File: src/rtl/core/csep_pkg.sv
// ----------------------------------------------------------------------------
// csep_pkg
// Shared types, widths and status codes of the class separation score block.
// ----------------------------------------------------------------------------
`timescale 1ns / 1ps
`default_nettype none

package csep_pkg;

    localparam int SAMPLES  = 1024;
    localparam int ADDR_W   = $clog2(SAMPLES);
    localparam int CNT_W    = $clog2(SAMPLES + 1);
    localparam int CLASSES  = 16;
    localparam int LABEL_W  = 4;
    localparam int CLS_W    = 5;
    localparam int VALUE_W  = 16;
    localparam int SUM_W    = VALUE_W + ADDR_W;
    localparam int MEAN_W   = VALUE_W + 9;
    localparam int MAG_W    = MEAN_W;
    localparam int SQ_W     = 2 * MAG_W;
    localparam int ACC_W    = 64;
    localparam int FRAC_W   = 16;
    localparam int SCORE_W  = 32;
    localparam int MNUM_W   = SUM_W + 8;
    localparam int RNUM_W   = ACC_W + FRAC_W;
    localparam int STATUS_W = 3;

    localparam logic [STATUS_W-1:0] ST_OK    = 3'd0;
    localparam logic [STATUS_W-1:0] ST_EMPTY = 3'd1;
    localparam logic [STATUS_W-1:0] ST_ZERO  = 3'd2;
    localparam logic [STATUS_W-1:0] ST_LABEL = 3'd3;
    localparam logic [STATUS_W-1:0] ST_MANY  = 3'd4;

    typedef struct packed {
        logic [LABEL_W-1:0]        label;
        logic signed [VALUE_W-1:0] sample_value;
        logic                      last;
    } in_t;

    typedef struct packed {
        logic [SCORE_W-1:0]  score;
        logic [STATUS_W-1:0] status;
    } out_t;

    typedef struct packed {
        logic                load;
        logic                clear;
        logic                div_start;
        logic                div_ovr;
        logic                wr_overall;
        logic                wr_mean;
        logic [CLS_W-1:0]    cls_idx;
        logic                rd_en;
        logic [ADDR_W-1:0]   rd_addr;
        logic                ratio_start;
        logic                out_load;
        logic [STATUS_W-1:0] out_status;
    } cmd_t;

    typedef struct packed {
        logic             bad_flag;
        logic             many_flag;
        logic [CNT_W-1:0] seen;
        logic [CLS_W-1:0] classes;
        logic             cls_empty;
        logic             div_done;
        logic             pipe_busy;
        logic             within_zero;
        logic             ratio_done;
        logic             out_full;
    } sts_t;

endpackage

`default_nettype wire

File: src/rtl/core/csep_ctrl.sv
// ----------------------------------------------------------------------------
// csep_ctrl
// Controller: sample loading, mean loop, scatter pass, ratio and result.
// ----------------------------------------------------------------------------
`timescale 1ns / 1ps
`default_nettype none

module csep_ctrl (
    input  wire logic           aclk,
    input  wire logic           aresetn,
    input  wire logic           s_valid,
    output logic                s_ready,
    input  wire logic           s_last,
    input  wire csep_pkg::sts_t sts,
    output csep_pkg::cmd_t      cmd
);

    localparam int CNT_W = csep_pkg::CNT_W;
    localparam int CLS_W = csep_pkg::CLS_W;

    localparam logic [3:0] S_LOAD   = 4'd0;
    localparam logic [3:0] S_CHECK  = 4'd1;
    localparam logic [3:0] S_OVR    = 4'd2;
    localparam logic [3:0] S_CLS    = 4'd3;
    localparam logic [3:0] S_CWAIT  = 4'd4;
    localparam logic [3:0] S_WITHIN = 4'd5;
    localparam logic [3:0] S_DRAIN  = 4'd6;
    localparam logic [3:0] S_RATIO  = 4'd7;
    localparam logic [3:0] S_FIN    = 4'd8;

    logic [3:0]                    state_reg, state_next;
    logic [CLS_W-1:0]              cls_reg, cls_next;
    logic [CNT_W-1:0]              idx_reg, idx_next;
    logic [csep_pkg::STATUS_W-1:0] st_reg, st_next;

    always_comb begin
        state_next     = state_reg;
        cls_next       = cls_reg;
        idx_next       = idx_reg;
        st_next        = st_reg;
        cmd            = '0;
        cmd.cls_idx    = cls_reg;
        cmd.rd_addr    = idx_reg[csep_pkg::ADDR_W-1:0];
        cmd.out_status = st_reg;
        s_ready        = 1'b0;
        unique case (state_reg)
            S_LOAD: begin
                s_ready  = 1'b1;
                cmd.load = s_valid;
                if (s_valid && s_last) begin
                    state_next = S_CHECK;
                end
            end
            S_CHECK: begin
                priority if (sts.bad_flag) begin
                    st_next    = csep_pkg::ST_LABEL;
                    state_next = S_FIN;
                end else if (sts.many_flag) begin
                    st_next    = csep_pkg::ST_MANY;
                    state_next = S_FIN;
                end else if (sts.seen == '0) begin
                    st_next    = csep_pkg::ST_EMPTY;
                    state_next = S_FIN;
                end else begin
                    cmd.div_start = 1'b1;
                    cmd.div_ovr   = 1'b1;
                    state_next    = S_OVR;
                end
            end
            S_OVR: begin
                cmd.div_ovr = 1'b1;
                if (sts.div_done) begin
                    cmd.wr_overall = 1'b1;
                    cls_next       = '0;
                    state_next     = S_CLS;
                end
            end
            S_CLS: begin
                priority if (cls_reg == sts.classes) begin
                    idx_next   = '0;
                    state_next = S_WITHIN;
                end else if (sts.cls_empty) begin
                    st_next    = csep_pkg::ST_EMPTY;
                    state_next = S_FIN;
                end else begin
                    cmd.div_start = 1'b1;
                    state_next    = S_CWAIT;
                end
            end
            S_CWAIT: begin
                if (sts.div_done) begin
                    cmd.wr_mean = 1'b1;
                    cls_next    = cls_reg + 1'b1;
                    state_next  = S_CLS;
                end
            end
            S_WITHIN: begin
                if (idx_reg < sts.seen) begin
                    cmd.rd_en = 1'b1;
                    idx_next  = idx_reg + 1'b1;
                end else begin
                    state_next = S_DRAIN;
                end
            end
            S_DRAIN: begin
                if (!sts.pipe_busy) begin
                    if (sts.within_zero) begin
                        st_next    = csep_pkg::ST_ZERO;
                        state_next = S_FIN;
                    end else begin
                        cmd.ratio_start = 1'b1;
                        state_next      = S_RATIO;
                    end
                end
            end
            S_RATIO: begin
                if (sts.ratio_done) begin
                    st_next    = csep_pkg::ST_OK;
                    state_next = S_FIN;
                end
            end
            S_FIN: begin
                if (!sts.out_full) begin
                    cmd.out_load = 1'b1;
                    cmd.clear    = 1'b1;
                    state_next   = S_LOAD;
                end
            end
            default: begin
                state_next = S_LOAD;
            end
        endcase
    end

    always_ff @(posedge aclk) begin
        if (!aresetn) begin
            state_reg <= S_LOAD;
        end else begin
            state_reg <= state_next;
        end
        cls_reg <= cls_next;
        idx_reg <= idx_next;
        st_reg  <= st_next;
    end

endmodule

`default_nettype wire
File: config.mk
export PLATFORM = sky130hd
export DESIGN_NAME = csep_ctrl
export DESIGN_NICKNAME = d
export VERILOG_FILES = /design/src/rtl/core/csep_pkg.sv /design/src/rtl/core/csep_ctrl.sv
export SDC_FILE = /design/constraint.sdc
export NUM_CORES = 1
export LEC_CHECK = 0
export ABC_AREA = 1
export BUFFER_PORTS_ARGS = -buffer_cell sky130_fd_sc_hd__buf_2
export CAP_MARGIN = 10
export CORE_AREA = 2 2 58 71
export DETAILED_ROUTE_END_ITERATION = 10
export DIE_AREA = 0 0 60 73
export PLACE_DENSITY = 0.86
export SYNTH_ARGS = -nofsm -noshare
export SYNTH_HDL_FRONTEND = slang
export SYNTH_SLANG_ARGS = --single-unit
File: constraint.sdc
create_clock -name aclk -period 2.25 [get_ports aclk]
set_input_delay 0.225 -clock aclk [delete_from_list [all_inputs] [get_ports aclk]]
set_output_delay 0.225 -clock aclk [all_outputs]
set_load 0.05 [all_outputs]
=== After elaboration in Yosys (flattened, before gate mapping) ===
Cells that the tools add are included.

* Flip-flop bits (word level): 23
* Output and inout port bits: 28
* Logic and storage cells: 88

* Multiplexer cells: 47
* Add/subtract/negate cells: 2
* Magnitude comparators: 1
* Equality and inequality tests: 23
* Reduce and logical (&&, ||, !) cells: 11

{| class="wikitable"
|+ Operators with widths
! operator !! number
|-
| two-way mux 4 bit || 12
|-
| case mux 4 bit (8 select lines) || 1
|-
| two-way mux 3 bit || 8
|-
| != test 2 bit (second input constant) || 12
|-
| two-way mux 11 bit || 2
|-
| case mux 11 bit (2 select lines) || 1
|-
| equality test 4 x 3 -> 1 bit (second input constant) || 4
|-
| two-way mux 1 bit || 14
|-
| case mux 3 bit (4 select lines) || 1
|-
| adder 11 x 1 -> 11 bit (second input constant) || 1
|-
| logical NOT 11 bit || 1
|-
| less-than comparator 11 bit || 1
|-
| two-way mux 5 bit || 2
|-
| case mux 5 bit (2 select lines) || 1
|-
| equality test 4 x 2 -> 1 bit (second input constant) || 2
|-
| AND reduction 7 bit || 1
|-
| two-way mux 2 bit || 3
|-
| AND reduction 3 bit || 2
|-
| AND reduction 6 bit || 1
|-
| adder 5 x 1 -> 5 bit (second input constant) || 1
|-
| equality test 5 bit || 1
|-
| equality test 4 x 1 -> 1 bit (second input constant) || 1
|-
| equality test 4 bit (second input constant) || 1
|-
| logical NOT 4 bit || 1
|-
| other kinds (7) || 9
|}

=== Longest topological paths before layout ===
Gate-level depths: netlist (run 1).

* Depth in word-level cells: 5
* Mapped depth: 12

=== Least setup slack after synthesis (run 1) ===
Ideal clock, no wire load.

* Path kind: flip-flop to output port
* From: register state_reg[1]
* To: output cmd[25] (netlist name)
* Path slack: 0.352 ns
* Cell stages (with the launch flop): 5
* Path buffers: 1
* Required time: 2.025 ns
* Arrival time: 1.673 ns
* Path through: dfxtp_1 nor2_2 nand3_1 nor2_1 buf_4

{| class="wikitable"
|+ RTL lines
! element !! RTL line !! source
|-
| from (decl) || csep_ctrl.sv:31 || <nowiki>logic [3:0] state_reg, state_next;</nowiki>
|-
| from (signal assigned) || csep_ctrl.sv:139 || <nowiki>state_reg <= state_next;</nowiki>
|-
| to (decl) || csep_ctrl.sv:15 || <nowiki>output csep_pkg::cmd_t cmd</nowiki>
|}

==> results of run 1 <==
power by group:
part	total (mW)	internal, mW	switching (mW)	leakage, nW
Sequential	0.530	0.497	0.0330	0.233
Combinational	0.538	0.142	0.397	0.897
Clock	0.248	0.126	0.122	0.0228
cell families after synthesis:
kind of cell,share of synthesized area (%)
fa+ha+maj,8.11
xor+xnor,2.36
simple gates,33.4
flops,35.1
buf+inv,14.2
compound gates,6.76
metal layers:
layer	track usage, %	part of all wire [%]	up-vias
li1	-	-	904
met1	23.3	43	761
met2	34.5	49	66
met3	2.13	6.0	7
met4	6.91	1.8	0
met5	0	0	-
Yosys cell counts, types with 2 or more instances:
master	n	area share [%]
inv_2	6	1.2
buf_4	11	4.5
inv_1	41	8.3
a31oi_1	2	0.68
edfxtp_1	19	31
nand2_2	3	1.0
a21oi_1	10	2.7
a21oi_2	2	0.95
nand2_1	56	11
nand3_1	20	5.4
ha_1	12	8.1
nor2_4	2	1.2
nor2_2	4	1.4
dfxtp_1	4	4.3
nor2_1	37	7.5
xor2_1	4	1.9
o21ai_1	2	0.54
nor3_1	4	1.1
o21ai_0	4	1.1
nand4_1	3	1.0
through the flow:
stage          util [%]  cells
2_1_floorplan         -    257
3_3_place_gp       56.0    356
3_5_place_dp       56.0    356
4_1_cts            57.2    360
5_1_grt            57.2    360
6_report           57.2    360
critical path, stage by stage (launching register included):
cell and delay (ps):
edfxtp_1 460, ha_1 330, nand2_1 80, nor2_1 40
and2_1 140, nand2_1 90, nand3_4 110, inv_1 60
buf_2 250
cell type report:
type	count	area share [%]
Inverter	48	8.32
Clock buffer	4	2.08
Sequential cell	23	30.1
Tap cell	54	3.12
Multi-Input combinational cell	175	43.4
Timing Repair Buffer	56	13.1
worst max path at each step:
stage	from	to	cells past startpoint
6_report	idx_reg[6]$_SDFFCE_PN0P_	cmd[15]	8
5_1_grt	idx_reg[9]$_SDFFCE_PN0P_	cmd[15]	9
4_1_cts	idx_reg[10]$_SDFFCE_PN0P_	cmd[15]	7
3_5_place_dp	idx_reg[10]$_SDFFCE_PN0P_	idx_reg[1]$_SDFFCE_PN0P_	6
3_3_place_gp	idx_reg[10]$_SDFFCE_PN0P_	idx_reg[0]$_SDFFCE_PN0P_	8
2_1_floorplan	state_reg[1]$_SDFFE_PN0P_	cmd[25]	4
==> results.tsv, run 1 <==
stage	metric	value	unit
layout	drive_above_1_share	26.1	%
sta	post-route-period-util	90.4	%
critical_path	crit_arrival	1810	ps
drt	drtIter0Drc	85	
clocking	clk_latency	260	ps
sta	finalCriticalPeriod	2040	ps
power_and_ir_drop	leakagePower	1.15	nW
sta	fmax	0.491	GHz
power_and_ir_drop	power	1.32	mW
status	status	complete, no violations	
clocking	cts_num_sinks	23	
floorplan	initial_core_util	48.9	%
layout	diodes	0	
floorplan	die_w	60	um
drt	drc	0	
place	port_buffers	55	
clocking	cts_buffers	3	
synth	synth.ff_latch_count	23	
global_routing	grt_max_degree	13	
critical_path	reg2reg_slack	330	ps
power_and_ir_drop	peakVddDrop	0.000680	V
synth	async_reset_ff_share	0	%
critical_path	rr_endpoint	idx_reg[1]$_SDFFCE_PN0P_	
critical_path	start_kind	register	
clocking	holdBufCountCts	0	
drt	wl_per_cell	10.4	um
floorplan	core-area	3780	um2
min_path	min_path_type	input port to register	
synth	netlist_instances	257	
run	drv_cap	0	
layout	n_fill_cell	372	
clocking	cts_root_buf	clkbuf_8	
critical_path	critPathKind	register to primary output	
floorplan	fp.dieArea	4380	um2
synth	ys_seq_area_share	35.1	%
clocking	clock_path_buffers	2	
place	pre_cts_ws	331	ps
sta	rsz0062_at_grt	false	
floorplan	fp.dieH	73	um
min_path	min_to	state_reg[0]$_SDFFE_PN0P_	
layout	finish.instance_area	2160	um2
min_path	whs_path_depth	3	
critical_path	required	2030	ps
layout	multi_input_area	938	um2
clocking	cts.htree.levels	1	
place	dp_hpwl	3040	um
layout	most-common-layout-cells	56 x nand2_1, 55 x buf_2, 41 x inv_1, 37 x nor2_1, 20 x nand3_1	
sta	fin_worst_skew	3.72	ps
drt	vias	1738	
global_routing	antenna_found_initial	0	
critical_path	cp-end-kind	primary output	
layout	regArea	651	um2
min_path	hold_start	aresetn	
critical_path	r2r_cells	7	
synth	avgSynthCellArea	7.21	um2
critical_path	crit_path_max_fanout	5	
sta	maxSlewViolCount	0	
floorplan	io_pins	56	
drt	first_pass_iters	5	
place	place_congestion	0.903	
power_and_ir_drop	power_density	608	nW/um2
sta	tns	0	ps
critical_path	r2r_start	idx_reg[6]$_SDFFCE_PN0P_	
drt	wirelength	3760	um
drt	drtAntennaViolNets	0	
sta	fin_ws	215	ps
global_routing	grt_first_pass_wirelength	6640	um
global_routing	grt_pass1_vias	1667	
sta	holdWs	193	ps
synth	synth.net_count	297	
synth	synth_area	1850	um2
sta	setup_viol	0	
sta	maxSlewHeadroom	68.3	%
clocking	cts_setup_buffers	0	
synth	ys_types	31	
clocking	ctsResizeCount	0	
layout	syn2layout_area_growth	16.9	%
layout	layout_commonest_cell	nand2_1	
synth	synth-edff-count	19	
layout	largest_register_ffs	11	
clocking	cts_tree	done	
global_routing	overflow	0	
global_routing	grt_usage	19.3	%
sta	worstMarginPinSlew	475	ps
clocking	path_clk_slew	70	ps
drt	via_per_inst	4.83	
sta	hold_viol	0	
layout	nets	347	
floorplan	fp-row-count	25	
synth	synth_warnings	0	
synth	synthFlopType	edfxtp_1	
place	dpl_cell_area	2120	um2
No activity file was read; power rests on OpenSTA's default activity.
==> run 2: changes to the inputs <==
--- a/config.mk
+++ b/config.mk
@@ -5,13 +5,12 @@
 export SDC_FILE = /design/constraint.sdc
 export NUM_CORES = 1
 export LEC_CHECK = 0
-export ABC_AREA = 1
 export BUFFER_PORTS_ARGS = -buffer_cell sky130_fd_sc_hd__buf_2
 export CAP_MARGIN = 10
-export CORE_AREA = 2 2 58 71
+export CORE_AREA = 2 2 58 70
 export DETAILED_ROUTE_END_ITERATION = 10
-export DIE_AREA = 0 0 60 73
-export PLACE_DENSITY = 0.86
+export DIE_AREA = 0 0 60 72
+export PLACE_DENSITY = 0.85
 export SYNTH_ARGS = -nofsm -noshare
 export SYNTH_HDL_FRONTEND = slang
 export SYNTH_SLANG_ARGS = --single-unit
==> run 2 against run 1 <==
Against the previous run:
- global-route usage is essentially flat
- synthesized cell count shrank 21%
- critical path depth shrank 3
- clock skew grew 3.1 ps
- critical path type unchanged
- critical endpoint unchanged
==> results.tsv, run 2 <==
stage	metric	value	unit
status	status	complete, no violations	
drt	first_pass_iters	4	
synth	netlist_instances	202	
drt	drtIter0Drc	58	
run	drv_cap	0	
power_and_ir_drop	p_int	0.925	mW
sta	post-route-period-util	100	%
sta	worstMarginPinSlew	509	ps
layout	layout_commonest_cell	buf_2	
synth	yosys-mux-area-fraction	1.12	%
clocking	cts.htree.levels	1	
floorplan	fp.dieArea	4320	um2
critical_path	crit_path_max_fanout	3	
layout	drive_above_1_share	33.6	%
layout	diodes	0	
global_routing	grt_pass1_vias	1560	
synth	synth_compound_area_share	11.5	%
place	port_buffers	55	
power_and_ir_drop	p_switching	0.753	mW
sta	maxSlewViolCount	0	
drt	vias	1640	
critical_path	start_kind	register	
sta	maxSlewHeadroom	66.1	%
min_path	min_path_type	input port to register	
place	dp_hpwl	3210	um
drt	via_per_inst	5.27	
sta	fin_worst_skew	6.82	ps
clocking	cts_tree	done	
critical_path	crit_arrival	2020	ps
critical_path	rr_endpoint	idx_reg[9]$_SDFFCE_PN0P_	
layout	syn2layout_area_growth	25.7	%
synth	yosys.area_share.simple	24.2	%
synth	ys_seq_area_share	36.4	%
power_and_ir_drop	power_density	747	nW/um2
floorplan	io_pins	56	
power_and_ir_drop	power_frac_comb	48.1	%
power_and_ir_drop	power.share.switching	44.9	%
synth	synth_area	1790	um2
min_path	whs_path_depth	3	
drt	wl_per_cell	13.7	um
floorplan	fp-row-count	24	
synth	synth_area_leaders	edfxtp_1 32%, ha_1 8.4%, buf_4 5.0%	
power_and_ir_drop	leakagePower	0.972	nW
global_routing	antenna_found_initial	0	
floorplan	initial_core_util	49.2	%
synth	yosysMostFrequentCell	nor2_1	
layout	nets	300	
synth	synth_top_family_by_area	simple AND/OR/NAND/NOR gates	
floorplan	fp.dieH	72	um
clocking	clock_path_buffers	2	
clocking	cts_root_buf	clkbuf_8	
synth	synth_warnings	0	
drt	drtAntennaViolNets	0	
layout	n_fill_cell	338	
layout	multi_input_area	1020	um2
clocking	path_clk_slew	90	ps
critical_path	reg2reg_slack	80	ps
floorplan	core-area	3630	um2
synth	async_reset_ff_share	0	%
place	place_congestion	0.850	
global_routing	overflow	0	
clocking	clk_latency	270	ps
synth	post_synth_xor_area_fraction	8.33	%
critical_path	r2r_start	idx_reg[8]$_SDFFCE_PN0P_	
drt	drc	0	
place	dpl_cell_area	2080	um2
power_and_ir_drop	pwr-share-clk	15.8	%
global_routing	grt_usage	19.3	%
place	pre_cts_ws	88.6	ps
clocking	cts_num_sinks	23	
sta	tns	0	ps
drt	wirelength	4270	um
synth	synthFlopType	edfxtp_1	
sta	finalCriticalPeriod	2250	ps
critical_path	cp-end-kind	primary output	
global_routing	grt_first_pass_wirelength	6530	um
layout	finish.instance_area	2250	um2
synth	synth-edff-count	19	
synth	synth_top_area_share	31.9	%
layout	most-common-layout-cells	54 x buf_2, 23 x nor2_1, 19 x edfxtp_1, 17 x inv_1, 17 x nand2_1	
critical_path	required	2030	ps
clocking	holdBufCountCts	0	
sta	hold_viol	0	
synth	synth_largest_area_cell	edfxtp_1	
synth	avgSynthCellArea	8.85	um2
sta	fin_ws	0.858	ps
global_routing	grt_max_degree	15	
power_and_ir_drop	peakVddDrop	0.000272	V
synth	ys_types	42	
critical_path	startpoint	idx_reg[8]$_SDFFCE_PN0P_	
layout	regArea	651	um2
clocking	cts_buffers	3	
critical_path	critPathKind	register to primary output	
power_and_ir_drop	power_frac_seq	36.2	%
synth	synth.net_count	242	
synth	synth.ff_latch_count	23	
min_path	hold_start	aresetn	
floorplan	die_w	60	um
critical_path	r2r_cells	5	
sta	fmax	0.445	GHz
synth	yosys.area_share.adder	8.40	%
layout	largest_register_ffs	11	
min_path	min_to	state_reg[2]$_SDFFE_PN0P_	
synth	synth_common_cells	23 x nor2_1, 19 x edfxtp_1, 17 x inv_1, 17 x nand2_1	
sta	setup_viol	0	
## run 2: cell types whose count changed after synthesis, sizes merged, moves of 4 or more
cell    previous run  this run
nand2             60        17
inv               47        17
nor2              43        23
nand3             22        10
xnor2              1         9
and3               0         5
clkbuf             0         4
nand2b             0         4
nor4               1         5
xor2               4         8
## run 2: final cells by class
class | count | share of cell area (%)
well taps | 52 | 2.90
flip-flops and latches | 23 | 29.0
multi-input cells | 144 | 45.4
inverters | 17 | 2.84
clock inverters | 1 | 0.223
clock buffers | 3 | 1.84
repair buffers | 71 | 17.9
## run 2: logic make-up after synthesis
logic type / Yosys count
simple gates: 82
buf+inv: 35
compound gates: 31
flops: 23
xor+xnor: 17
fa+ha+maj: 12
mux: 2
## run 2: how the worst max path moves through the flow
stage / endpoint / slack (ps) / cells after the start
6_report: cmd[15] / 0.9 / 5
2_1_floorplan: idx_reg[0]$_SDFFCE_PN0P_ / 90 / 5
3_5_place_dp: idx_reg[4]$_SDFFCE_PN0P_ / 90 / 5
5_1_grt: cmd[15] / -30 / 5
4_1_cts: cmd[15] / 5 / 5
3_3_place_gp: idx_reg[6]$_SDFFCE_PN0P_ / 160 / 5
## run 2: power by group through the flow
stage,Combinational (mW),Sequential (mW),Clock [mW]
global placement,0.782,0.611,0
global route,0.872,0.618,0.291
detailed placement,0.795,0.615,0
finish,0.807,0.607,0.265
CTS,0.801,0.604,0.268
floorplan,0.567,0.666,0
## run 2: worst max-delay path, stage by stage (launching register included)
cell,delay [ps]
edfxtp_1,430
ha_4,300
nand4_1,150
or3_4,430
o221a_4,290
buf_6,160
## run 2: per-stage QoR
step	hold WS, ps	power [mW]	instances	util (%)
after floorplan	332	1.23	202	-
after global placement	515	1.39	296	57.3
after detailed placement	525	1.41	296	57.3
after CTS	243	1.67	304	59.4
after global routing	246	1.78	311	61.8
final	248	1.68	311	61.8
## run 2: layer usage
layer / share of wire [%] / GRT usage, % / vias to the layer above / wire length, um
met5: 0 / 0 / - / 0
met4: 1.2 / 5.93 / 0 / 51
met3: 4.5 / 3.03 / 6 / 190
met2: 53 / 34.5 / 49 / 2240
met1: 42 / 23.3 / 766 / 1780
li1: - / - / 819 / -
## run 2: timing repair
action,4_1_cts,5_1_grt
setup endpoints to repair,1,1
setup buffers,4,7
gates resized for setup,1,5
pin swaps,0,1
==> run 3: changes to the inputs <==
==> constraint.sdc (replaced) <==
create_clock -name aclk -period 2.25 [get_ports aclk]
set_input_delay 0.1125 -clock aclk [delete_from_list [all_inputs] [get_ports aclk]]
set_output_delay 0.1125 -clock aclk [all_outputs]
set_load 0.05 [all_outputs]
==> run 3 against run 2 <==
Against the previous run:
- clock power is essentially flat
- total power shrank 1.6%
- maximum frequency grew 5.2%
- combinational power shrank 3.5%
- non-clock buffer count shrank 6
- clock-buffer cell count grew 1
- final area shrank 4.4%
- routed wire length shrank 1.9%
- first-iteration DRC count grew 28%
- sequential share of layout area grew 1.3 points
- die area is the same
- largest cell class unchanged
==> results.tsv, run 3 (same netlist as run 2, synthesis figures left out) <==
stage	metric	value	unit
power_and_ir_drop	power_density	769	nW/um2
power_and_ir_drop	power	1.65	mW
floorplan	die_w	60	um
clocking	path_clk_slew	80	ps
critical_path	critPathMaxStageDelay	420	ps
layout	layout_commonest_cell	buf_2	
floorplan	core-area	3630	um2
global_routing	grt_usage	20.3	%
sta	setup_viol	0	
global_routing	overflow	0	
sta	worstMarginPinSlew	483	ps
power_and_ir_drop	peakVddDrop	0.000315	V
drt	wl_met2	2120	um
floorplan	initial_core_util	49.2	%
place	dp.cells	298	
critical_path	crit_family	simple AND/OR/NAND/NOR gates	
critical_path	slowest_stage	edfxtp_1	
place	place_congestion	0.866	
drt	wirelength	4190	um
sta	fmax	0.468	GHz
floorplan	io_pins	56	
place	port_buffers	55	
global_routing	grt_pass1_vias	1548	
sta	fin_ws	112	ps
critical_path	reg2reg_slack	120	ps
layout	most-common-layout-cells	54 x buf_2, 23 x nor2_1, 19 x edfxtp_1, 17 x inv_1, 17 x nand2_1	
clocking	cts_root_buf	clkbuf_8	
min_path	whs_path_depth	3	
global_routing	antenna_found_initial	0	
clocking	cts_tree	done	
critical_path	start_kind	register	
clocking	cts_num_sinks	23	
floorplan	fp-row-count	24	
drt	drc	0	
layout	largest_register_ffs	11	
drt	dr_wl_met3	187	um
sta	post-route-period-util	95.0	%
place	pre_cts_ws	76.8	ps
status	status	complete, no violations	
drt	via_per_inst	5.17	
critical_path	path_buf_inv	1	
clocking	clk_latency	270	ps
critical_path	crit_arrival	2030	ps
drt	route.top_layer_used	met4	
critical_path	required	2140	ps
layout	stdcell_count	305	
critical_path	path_cells	ha_1, nand4_1, or3_1, o221a_2, buf_4	
sta	maxSlewViolCount	0	
min_path	min_path_type	input port to register	
critical_path	cp-end-kind	primary output	
sta	finalCriticalPeriod	2140	ps
drt	wl_per_cell	13.7	um
drt	first_pass_iters	4	
drt	drtAntennaViolNets	0	
sta	maxSlewHeadroom	67.8	%
layout	diodes	0	
drt	vias	1576	
layout	drive_above_1_share	30.4	%
min_path	hold_start	aresetn	
global_routing	grt_first_pass_wirelength	6710	um
drt	drt-met1-wl	1800	um
global_routing	grt_max_degree	15	
floorplan	fp.dieH	72	um
drt	drtIter0Drc	74	
sta	fin_worst_skew	4.42	ps
layout	syn2layout_area_growth	20.2	%
critical_path	rr_endpoint	idx_reg[6]$_SDFFCE_PN0P_	
sta	rsz0062_at_grt	false	
place	dp_hpwl	3270	um
floorplan	fp.dieArea	4320	um2
min_path	min_to	state_reg[2]$_SDFFE_PN0P_	
clocking	cts.htree.levels	1	
critical_path	r2r_start	idx_reg[8]$_SDFFCE_PN0P_	
power_and_ir_drop	leakagePower	0.934	nW
critical_path	crit_path_max_fanout	3	
clocking	cts_buffers	3	
clocking	clock_path_buffers	2	
critical_path	critPathKind	register to primary output	
critical_path	r2r_cells	5	
layout	nets	294	
sta	hold_viol	0	
run	drv_cap	0	
[run 3: worst min-delay path, cell delays in order]
cell,delay [ps]
buf_2,130
nand2_1,60
nand2_1,60
[run 3: per-stage QoR]
stage	instance area [um2]	hold slack (ps)	util [%]	setup TNS, ps
floorplan	1800	220	-	-49.1
global route	2150	129	59.1	0
finish	2150	120	59.1	0
CTS	2120	104	58.4	0
global placement	2080	394	57.2	0
detailed placement	2080	390	57.2	0
[run 3: worst max path at each step]
stage / start / endpoint / slack, ps / cells past startpoint
2_1_floorplan: state_reg[2]$_SDFFE_PN0P_ / cmd[25] / -50 / 5
3_3_place_gp: idx_reg[9]$_SDFFCE_PN0P_ / idx_reg[9]$_SDFFCE_PN0P_ / 160 / 5
3_5_place_dp: idx_reg[9]$_SDFFCE_PN0P_ / idx_reg[1]$_SDFFCE_PN0P_ / 80 / 5
4_1_cts: idx_reg[8]$_SDFFCE_PN0P_ / cmd[15] / 30 / 5
5_1_grt: idx_reg[10]$_SDFFCE_PN0P_ / cmd[15] / 20 / 5
6_report: idx_reg[8]$_SDFFCE_PN0P_ / cmd[15] / 110 / 5
[run 3: power by group]
group	internal, mW	leakage (nW)	switching [mW]	total (mW)
registers	0.520	0.189	0.0865	0.607
clock network	0.127	0.0228	0.140	0.267
logic	0.265	0.722	0.514	0.779
total	0.912	0.934	0.740	1.65
[run 3: layer usage]
layer / vias to the layer above / global-route usage, %
li1: 802 / -
met1: 719 / 23.6
met2: 48 / 35.7
met3: 7 / 3.03
met4: 0 / 9.14
met5: - / 0
[run 3: final cells by class]
class                   count  area, um2
flip-flops and latches     23        651
multi-input cells         144        971
fillers                   346       1490
inverters                  17       63.8
well taps                  52       65.1
repair buffers             65        353
clock buffers               4       45.0
[run 3: repair_timing]
action                                  CTS  global route
hold buffers                              0             0
gates resized for setup                   0             2
endpoints found under the setup margin    0            12
setup buffers                             0             3
